$ cat src/sv/hte_pkg.sv
// ----------------------------------------------------------------------------
// Huffman table encoder package
// Shared widths, command codes, defaults and the packer job record.
// ----------------------------------------------------------------------------
package hte_pkg;

	localparam int SYM_W     = 8;
	localparam int CODE_W    = 32;
	localparam int LEN_W     = 6;
	localparam int BYTE_W    = 8;
	localparam int PAD_W     = 4;
	localparam int PEND_W    = 7;
	localparam int CNT_W     = 3;
	localparam int S_TDATA_W = 48;
	localparam int M_TDATA_W = 16;

	// widest accumulator: longest code plus leftover bits
	localparam int ACC_MAX_W = CODE_W + PEND_W;
	localparam int REM_W     = $clog2(ACC_MAX_W + 1);

	localparam int DEF_MAX_CODE_LEN = 32;
	localparam int DEF_ALPHABET     = 256;

	typedef logic [1:0] cmd_t;
	localparam cmd_t CMD_LOAD   = 2'd0;
	localparam cmd_t CMD_ENCODE = 2'd1;
	localparam cmd_t CMD_FLUSH  = 2'd2;

	// one run of bytes handed to the packer
	typedef struct packed {
		logic [ACC_MAX_W-1:0] acc;  // bits right-aligned, earliest highest
		logic [REM_W-1:0]     rem;  // valid bits still to emit
		logic [PAD_W-1:0]     pad;  // pad count, flush only
	} job_t;

endpackage

$ cat src/sv/hte_packer.sv
// ----------------------------------------------------------------------------
// Huffman encoder byte packer
// Holds one job and drains it a byte per cycle into the output register while that register is free.
// ----------------------------------------------------------------------------
module hte_packer import hte_pkg::*; (
	input  logic                 clk,
	input  logic                 arst_n,
	input  job_t                 job_in,
	input  logic                 job_load,
	output logic                 job_free,
	output logic                 out_valid,
	input  logic                 out_ready,
	output logic [BYTE_W-1:0]    out_byte,
	output logic [PAD_W-1:0]     out_pad,
	output logic                 out_last
);

	job_t               job_q;
	logic               job_valid_q;
	logic               out_free;
	logic               job_last;
	logic [BYTE_W-1:0]  job_byte;
	logic [REM_W-1:0]   shift;

	assign out_free = !out_valid || out_ready;
	assign shift    = job_q.rem - REM_W'(BYTE_W);
	assign job_byte = BYTE_W'(job_q.acc >> shift);
	assign job_last = job_q.rem < REM_W'(2 * BYTE_W);
	assign job_free = !job_valid_q || (out_free && job_last);

	always_ff @(posedge clk or negedge arst_n) begin
		if (!arst_n) begin
			job_valid_q <= 1'b0;
			out_valid   <= 1'b0;
		end else begin
			if (out_free) begin
				out_valid <= job_valid_q;
				if (job_valid_q) begin
					out_byte <= job_byte;
					out_pad  <= job_q.pad;
					out_last <= job_last;
				end
			end
			// a new job replaces one that is idle or sending its last byte
			if (job_load) begin
				job_valid_q <= 1'b1;
				job_q       <= job_in;
			end else if (out_free && job_valid_q) begin
				job_q.rem <= shift;
				if (job_last) begin
					job_valid_q <= 1'b0;
				end
			end
		end
	end

endmodule

$ cat config.mk
export PLATFORM = sky130hd
export DESIGN_NAME = hte_packer
export DESIGN_NICKNAME = d
export VERILOG_FILES = /design/src/sv/hte_pkg.sv /design/src/sv/hte_packer.sv
export SDC_FILE = /design/constraint.sdc
export NUM_CORES = 1
export LEC_CHECK = 0
export ABC_AREA = 0
export ABC_CLOCK_PERIOD_IN_PS = 4300
export BUFFER_PORTS_ARGS = -buffer_cell sky130_fd_sc_hd__buf_2
export CORE_MARGIN = 1.5
export CORE_UTILIZATION = 50
export DETAILED_ROUTE_END_ITERATION = 10
export PLACE_DENSITY_LB_ADDON = 0.08
export SYNTH_ARGS = -nofsm -noshare
export SYNTH_HDL_FRONTEND = slang
export SYNTH_SLANG_ARGS = --single-unit
$ cat constraint.sdc
create_clock -name clk -period 4.3 [get_ports clk]
set_input_delay 0.86 -clock clk [delete_from_list [all_inputs] [get_ports clk]]
set_output_delay 0.86 -clock clk [all_outputs]
set_load 0.01 [all_outputs]
==> impl_metrics.ini, run 1 <==
[pwr]
p_switching_uw = 456
p_seq_frac = 0.480
combPwrFrac = 0.203
internal_power_uw = 1170
p_sw_frac = 0.280
power_density_nw_per_um2 = 381
leakagePower_uw = 0.00169
clock_power_share = 0.317
peakVddDrop_uv = 212

[finish]
seqCellArea_sq_um = 1910
finalInstanceArea_sq_um = 4280
drive_gt1_frac = 0.340
final_nets = 375
multi_input_area_sq_um = 1650
num_antenna_cells = 0
nFillCells = 603
layout-area-overhead-vs-synth_pct = 15.5

[route]
first_pass_iters = 5
wirelength_um = 7720
post_drt_wl_per_cell_um = 18.2
drc = 0
vias = 2501
via_per_inst = 5.88
drtIter0Drc = 238
drtAntennaViolNets = 0

[floorplanning]
dieHeight_um = 89.1
pin_count = 68
die-area_sq_um = 7930
core_sq_um = 7210
initial_core_util = 0.513
dieWidth_um = 89.1
rows = 31

[global_routing]
grt_pass1_wl_um = 11800
antenna_found_initial = 0
gr-total-overflow = 0
grt_pass1_vias = 2261
grtUsageTotal = 0.207
grt_max_degree = 37

[clock_network]
cts_setup_buffers = 0
htreeDepth = 3
clockBufferDepth = 2
numCtsBuffers = 9
clock_latency_ns = 0.34
postCtsResizedCells = 0
ctsRootBufferMaster = clkbuf_8
tritoncts = built
cts.sink_count = 64
clk_pin_slew_ns = 0.07
cts_hold_buf = 0

[setup_path]
critical_path_class = reg2reg
end_kind = flop
crit_start = job_q[4]
start_kind = flop
cp_max_fo = 25
endpoint = out_byte[2]
reg2reg_slack_ns = 1.39
r2r-end = out_byte[2]
r2r-start = job_q[4]
worstPathRequired_ns = 4.40
reg2regPathDepth = 6
arrival_ns = 3.01

[sta]
hold_viol_final = 0
setup_tns_ns = 0
finalWorstPathRequiredPeriod_ns = 2.91
setup_violations = 0
tightest_slew_ns = 1.14
post-route-period-util = 0.678
rsz0062_at_grt = false
slew_violations = 0
max_freq_mhz = 343
relSlewSlack = 0.239
finClkSkew_ns = 0.0105
hold_ws_ns = 0.294

[synthesis]
synthMuxAreaShare = 0.267
synthSimpleGateAreaFrac = 0.0919
synth_compound_area_frac = 0.0794
synth_top_family_by_area = multiplexers
syn_area_sq_um = 3700
yosysSeqAreaShare = 0.516
synth_async_sr_flop_share = 0.0313
synth_fa_ha_area_frac = 0.00338
yosysWarnings = 0
postSynthCellCount = 257
netlist-cell-type-count = 48
synth-xor-area-share = 0.00473
syn_nets = 311
synth_edf_count = 62
syn_avg_cell_area_sq_um = 14.4
ys_ff_latch = 64
synthFlopType = edfxtp_1

[run]
maxCapViolations = 0

[worst_hold_path]
hold_class = in2async

[placed_design]
placed_area_sq_um = 4080
gp_congestion = 0.866
port-buffer-count = 67
hpwlAfterDp_um = 5580

[outcome]
status = complete, no violations
## cells in the mapped netlist (all sizes together) (2+ instances only)
cell / count / share of area
dfrtp: 2 / 0.014
inv: 3 / 0.0030
o22ai: 5 / 0.0084
buf: 13 / 0.027
a32o: 3 / 0.0081
a31oi: 4 / 0.0068
nor3: 5 / 0.0068
nor4: 2 / 0.0034
mux2i: 23 / 0.062
o21ai: 5 / 0.0068
nor2b: 3 / 0.0051
clkbuf: 7 / 0.0071
o221ai: 2 / 0.0047
edfxtp: 62 / 0.50
o21bai: 2 / 0.0041
nand2: 20 / 0.020
a21oi: 3 / 0.0041
mux2: 8 / 0.024
nor2: 14 / 0.014
and3: 2 / 0.0034
nand2b: 7 / 0.012
and2: 7 / 0.013
a22o: 2 / 0.0047
mux4: 27 / 0.18
nand3b: 2 / 0.0041
o31ai: 2 / 0.0041
o211ai: 2 / 0.0041
nand3: 5 / 0.0068
## logic make-up after synthesis
kind of cell             after synthesis
AND/OR/NAND/NOR                       69
multiplexers                          58
flip-flops                            64
adder cells (fa/ha/maj)                1
XOR/XNOR                               2
buffers and inverters                 23
AO/OA/AOI/OAI                         40
## power groups by stage
stage | Sequential (uW) | Clock [uW] | Combinational (uW)
after floorplan | 783 | 0 | 242
after global placement | 795 | 0 | 330
after detailed placement | 796 | 0 | 327
after CTS | 783 | 527 | 329
after global routing | 790 | 555 | 358
final | 782 | 515 | 331
## cell usage in the layout, fill, tap and decap left out, drive strengths merged, types with 5 or more instances in the layout
cell,count
mux2,8
nand2b,7
clkbuf,9
nor3,5
edfxtp,62
mux2i,23
nand2,20
nor2,14
mux4,27
nand3,5
o22ai,5
and2,7
o21ai,5
buf,73
## worst min path at each step
stage	end	slack, ns	cells after the start
floorplan	out_pad[0]	0.40	0
global placement	out_pad[0]	0.40	0
detailed placement	out_pad[1]	0.41	0
CTS	job_valid_q	0.28	1
global route	job_valid_q	0.29	1
finish	job_valid_q	0.29	1
## routing by layer
| metal | routed length (um) | track usage | part of all wire |
|---|---|---|---|
| met5 | 0 | 0 | 0 |
| met4 | 163 | 0.0937 | 0.021 |
| met3 | 475 | 0.0397 | 0.062 |
| met2 | 3460 | 0.301 | 0.45 |
| met1 | 3620 | 0.304 | 0.47 |
## through the flow
stage | cells | total power [uW] | setup slack [ns] | util
after global routing | 425 | 1700 | 1.19 | 0.593
after CTS | 425 | 1640 | 1.35 | 0.593
after detailed placement | 409 | 1120 | 1.35 | 0.566
after global placement | 409 | 1130 | 1.33 | 0.566
final | 425 | 1630 | 1.39 | 0.593
after floorplan | 257 | 1030 | 1.45 | -
## area by class of cell
class / instances / share of cell area
repair buffers: 73 / 0.0889
multi-input cells: 170 / 0.387
clock inverters: 7 / 0.0167
well taps: 99 / 0.0290
clock buffers: 9 / 0.0290
flip-flops and latches: 64 / 0.447
inverters: 3 / 0.00263
## critical path: stages (launching register included)
cell,delay [ns]
edfxtp_1,1.11
buf_4,0.38
mux4_2,0.53
nor2b_1,0.14
a31oi_1,0.15
nor3_1,0.06
a211o_1,0.29
## state kept, by name (all words and copies together) (netlist names)
| register | cells |
|---|---|
| job_q | 49 |
| out_byte | 8 |
| out_pad | 4 |
| job_valid_q | 1 |
| out_last | 1 |
| out_valid | 1 |
Power figures use the tool's default switching activity.
==> run 2, diff against run 1 <==
Settings changed: ABC_CLOCK_PERIOD_IN_PS 4300 to 2500.
Clock period 4.3 ns to 2.5 ns, I/O delays scaled along.
==> run 2 against run 1 <==
- largest cell class unchanged
- core utilization increased by 0.94 points
- combinational power increased by 84%
- clock-buffer cell count increased by 1
- largest power group unchanged
- maximum frequency increased by 32%
- die area unchanged
- clock power increased by 42%
- worst setup slack got worse by 1.1 ns
==> impl_metrics.ini, run 2 (synthesized netlist as in run 1, its figures left out) <==
[pwr]
leakagePower_uw = 0.00173
power_density_nw_per_um2 = 616
peakVddDrop_uv = 336

[sta]
rsz0062_at_grt = false
hold_viol_final = 0
setup_tns_ns = 0
finClkSkew_ns = 0.00829
slew_violations = 0
post-route-period-util = 0.885
hold_ws_ns = 0.333
setup_violations = 0
relSlewSlack = 0.572
max_freq_mhz = 452
tightest_slew_ns = 0.639
finalWorstPathRequiredPeriod_ns = 2.21

[setup_path]
crit_start = job_q[4]
start_kind = flop
crit_slowest_cell = mux4_1
arrival_ns = 2.31
r2r-end = out_byte[0]
critical_path_class = reg2reg
r2r-start = job_q[4]
worstPathRequired_ns = 2.59
endpoint = out_byte[0]
cp_slowest_stage_delay_ns = 0.60
cp_max_fo = 39
reg2reg_slack_ns = 0.29
cp_cell_sequence = buf_12 > mux4_1 > a22o_1 > o21ai_0 > a41oi_1 > a21o_1
reg2regPathDepth = 6
end_kind = flop

[finish]
largest_reg_flops = 49
final_cell_mix = 67 x buf_2, 62 x edfxtp_1, 23 x mux2i_1, 20 x nand2_1, 16 x mux4_1
final_nets = 381
top_regs = job_q (49), out_byte (8), out_pad (4)
layout-area-overhead-vs-synth_pct = 17.3
nFillCells = 589
num_antenna_cells = 0
final_common_cell = buf_2
drive_gt1_frac = 0.338
finalInstanceArea_sq_um = 4340
regMostFlops = job_q

[clock_network]
htreeDepth = 3
cts.sink_count = 64
clock_latency_ns = 0.34
numCtsBuffers = 9
postCtsResizedCells = 0
clk_pin_slew_ns = 0.07
cts_setup_buffers = 0
tritoncts = built
clockBufferDepth = 2
ctsRootBufferMaster = clkbuf_8

[route]
post_drt_wl_per_cell_um = 17.9
via_per_inst = 5.83
wirelength_um = 7700
drtIter0Drc = 243
drtAntennaViolNets = 0
drc = 0
vias = 2506
first_pass_iters = 4

[floorplanning]
dieHeight_um = 89.1
die-area_sq_um = 7930
dieWidth_um = 89.1
pin_count = 68
initial_core_util = 0.513
rows = 31
core_sq_um = 7210

[placed_design]
placed_area_sq_um = 4180
port-buffer-count = 67
hpwlAfterDp_um = 5650
gp_congestion = 0.949

[run]
maxCapViolations = 0

[global_routing]
grt_pass1_vias = 2321
grt_max_degree = 40
grt_pass1_wl_um = 12100
grtUsageTotal = 0.207
gr-total-overflow = 0
antenna_found_initial = 0

[worst_hold_path]
hold_class = in2reg

[outcome]
status = complete, no violations
-- run 2: cell count changes in the layout (fill, tap and decap cells not counted) --
cell           change
inv_6              -1
clkinv_1           +2
clkinvlp_4         -2
dlygate4sd3_1      +1
bufinv_16          -1
clkbuf_1           +1
buf_12             +5
-- run 2: per-stage QoR --
step,total power (uW),setup WS (ns),cells,util
2_1_floorplan,1760,0.0129,257,-
4_1_cts,2690,0.275,430,0.602
3_5_place_dp,1960,0.274,414,0.580
5_1_grt,2800,0.155,430,0.602
3_3_place_gp,1960,0.315,414,0.580
6_report,2670,0.287,430,0.602
-- run 2: worst max-delay path: cells and delay by family, from the launching register on --
kind | cells | cell delay [ns]
AO/OA/AOI/OAI | 4 | 0.70
buffers and inverters | 1 | 0.25
flip-flops | 1 | 0.41
multiplexers | 1 | 0.60
-- run 2: timing repair --
item | 4_1_cts | 5_1_grt
endpoints found under the setup margin | 0 | 0
hold buffers | 1 | 0
hold endpoints to repair | 2 | 0
-- run 2: how the worst min path moves through the flow --
stage	from	endpoint	slack [ns]	cells after the start
6_report	job_in[22]	job_q[22]	0.33	1
4_1_cts	job_in[22]	job_q[22]	0.32	1
3_5_place_dp	arst_n	out_valid	0.30	1
2_1_floorplan	arst_n	job_valid_q	0.20	0
3_3_place_gp	arst_n	job_valid_q	0.29	1
5_1_grt	job_in[28]	job_q[28]	0.31	1
-- run 2: metal layers --
metal	track usage	share of wire	vias to the layer above
li1	-	-	1184
met1	0.316	0.47	1216
met2	0.297	0.45	94
met3	0.0545	0.060	12
met4	0.0559	0.016	0
met5	0	0	-
-- run 2: final cells by class --
class	instances	area, sq um	area share
tap	99	124	0.0285
timing repair buffer	79	490	0.113
sequential	64	1910	0.440
clock buffer	10	128	0.0294
multi-input combinational	170	1650	0.381
clock inverter	5	25.0	0.00576
inverter	3	11.3	0.00259
-- run 2: report_power, final --
part           switching, uW  internal, uW
clock network            386           344
registers               54.2          1280
logic                    306           304
==> run 3, diff against run 2 <==
Settings changed: CORE_ASPECT_RATIO from default to 0.8.
==> run 3 against run 2 <==
- first-iteration DRC count down 6.6%
- sequential share of layout area down 0.55 points
- critical path depth unchanged
- via count up 1.5%
==> impl_metrics.ini, run 3 (synthesized netlist as in run 1, its figures left out) <==
[outcome]
status = complete, no violations

[global_routing]
grtUsageMet1 = 0.320
met3_usage = 0.0709
grtUsageTotal = 0.218
gr-total-overflow = 0
grt_pass1_vias = 2423
antenna_found_initial = 0
use_met2 = 0.304
grt_max_degree = 42
gr-max-usage-layer = met1
grt_pass1_wl_um = 12600

[sta]
rsz0062_at_grt = false
slew_violations = 0
max_freq_mhz = 446
post-route-period-util = 0.897
relSlewSlack = 0.583
tightest_slew_ns = 0.623
hold_viol_final = 0
setup_violations = 0
finalWorstPathRequiredPeriod_ns = 2.24
finClkSkew_ns = 0.00913
setup_tns_ns = 0
setup_ws_ns = 0.257

[finish]
top_regs = job_q (49), out_byte (8), out_pad (4)
utilization = 0.626
final_cell_mix = 67 x buf_2, 62 x edfxtp_1, 23 x mux2i_1, 20 x nand2_1, 16 x mux4_1
regMostFlops = job_q
largest_reg_flops = 49
final_common_cell = buf_2
drive_gt1_frac = 0.344
num_antenna_cells = 0
layout-area-overhead-vs-synth_pct = 18.8
final_nets = 380

[placed_design]
port-buffer-count = 67
hpwlAfterDp_um = 5820
post-place-ws_ns = 0.247
gp_congestion = 0.889

[clock_network]
cts_setup_buffers = 0
cts.sink_count = 64
numCtsBuffers = 9
clk_pin_slew_ns = 0.08
clockBufferDepth = 2
tritoncts = built
htreeDepth = 3
ctsRootBufferMaster = clkbuf_8
clock_latency_ns = 0.35

[floorplanning]
die-area_sq_um = 7930
rows = 27
initial_core_util = 0.527
dieWidth_um = 99.2
pin_count = 68
core_sq_um = 7030
dieHeight_um = 80.0

[route]
first_pass_iters = 4
drc = 0
via_per_inst = 6.08
drtIter0Drc = 227
wirelength_um = 8030
drtAntennaViolNets = 0
vias = 2543
post_drt_wl_per_cell_um = 19.2

[setup_path]
worstPathRequired_ns = 2.61
reg2reg_slack_ns = 0.26
critical_path_class = reg2reg
cp_max_fo = 39
end_kind = flop
start_kind = flop
arrival_ns = 2.35

[run]
maxCapViolations = 0

[pwr]
peakVddDrop_uv = 399
leakagePower_uw = 0.00176
power_density_nw_per_um2 = 691

[worst_hold_path]
hold_class = in2reg
-- run 3: changes by cell type in the layout (fill, tap and decap cells not counted) --
cell       change
buf_12         -1
bufinv_16      +3
clkbuf_1       -1
clkinv_1       -1
clkinv_2       -2
clkinv_4       +1
inv_6          +1
-- run 3: final cells by class --
cell class                 instances  area, sq um
timing repair buffer              78          470
tap                               87          109
inverter                           3         11.3
clock inverter                     7          119
fill                             551         2630
sequential                        64         1910
clock buffer                       9          124
multi-input combinational        170         1650
-- run 3: path summary, 6_finish.rpt --
check | start | to | cells past startpoint
max in group asynchronous | arst_n | job_valid_q | 2
min in group asynchronous | arst_n | out_valid | 2
setup reg to reg | job_q[4] | out_byte[0] | 6
setup / recovery | job_q[4] | out_byte[0] | 6
hold / removal | job_in[14] | job_q[14] | 1
hold reg to reg | job_q[2] | out_pad[2] | 0
-- run 3: timing repair --
item	4_1_cts	5_1_grt
resized for setup	0	0
endpoints found under the hold margin	2	0
hold buffers	1	0
-- run 3: routing by layer --
metal	vias to the layer above	part of all wire
li1	1186	-
met1	1240	0.48
met2	105	0.43
met3	12	0.073
met4	0	0.013
met5	-	0
-- run 3: metrics by stage --
stage	total power (uW)	area, sq um	std cells	hold slack (ns)
final	3040	4400	418	0.322
after floorplan	1760	3700	257	0.204
after CTS	3060	4400	418	0.304
after global routing	3170	4400	418	0.296
after global placement	1960	4150	401	0.296
after detailed placement	1970	4150	401	0.299
-- run 3: worst max-delay path, stage by stage, from the launching register on --
cell and delay (ns):
edfxtp_1 0.42, buf_12 0.26, mux4_1 0.61, a22o_1 0.24, o21ai_0 0.16, a41oi_1 0.13
a21o_1 0.18
-- run 3: power by group --
part / internal (uW) / switching (uW)
logic: 300 / 313
clock network: 664 / 427
registers: 1280 / 55.3
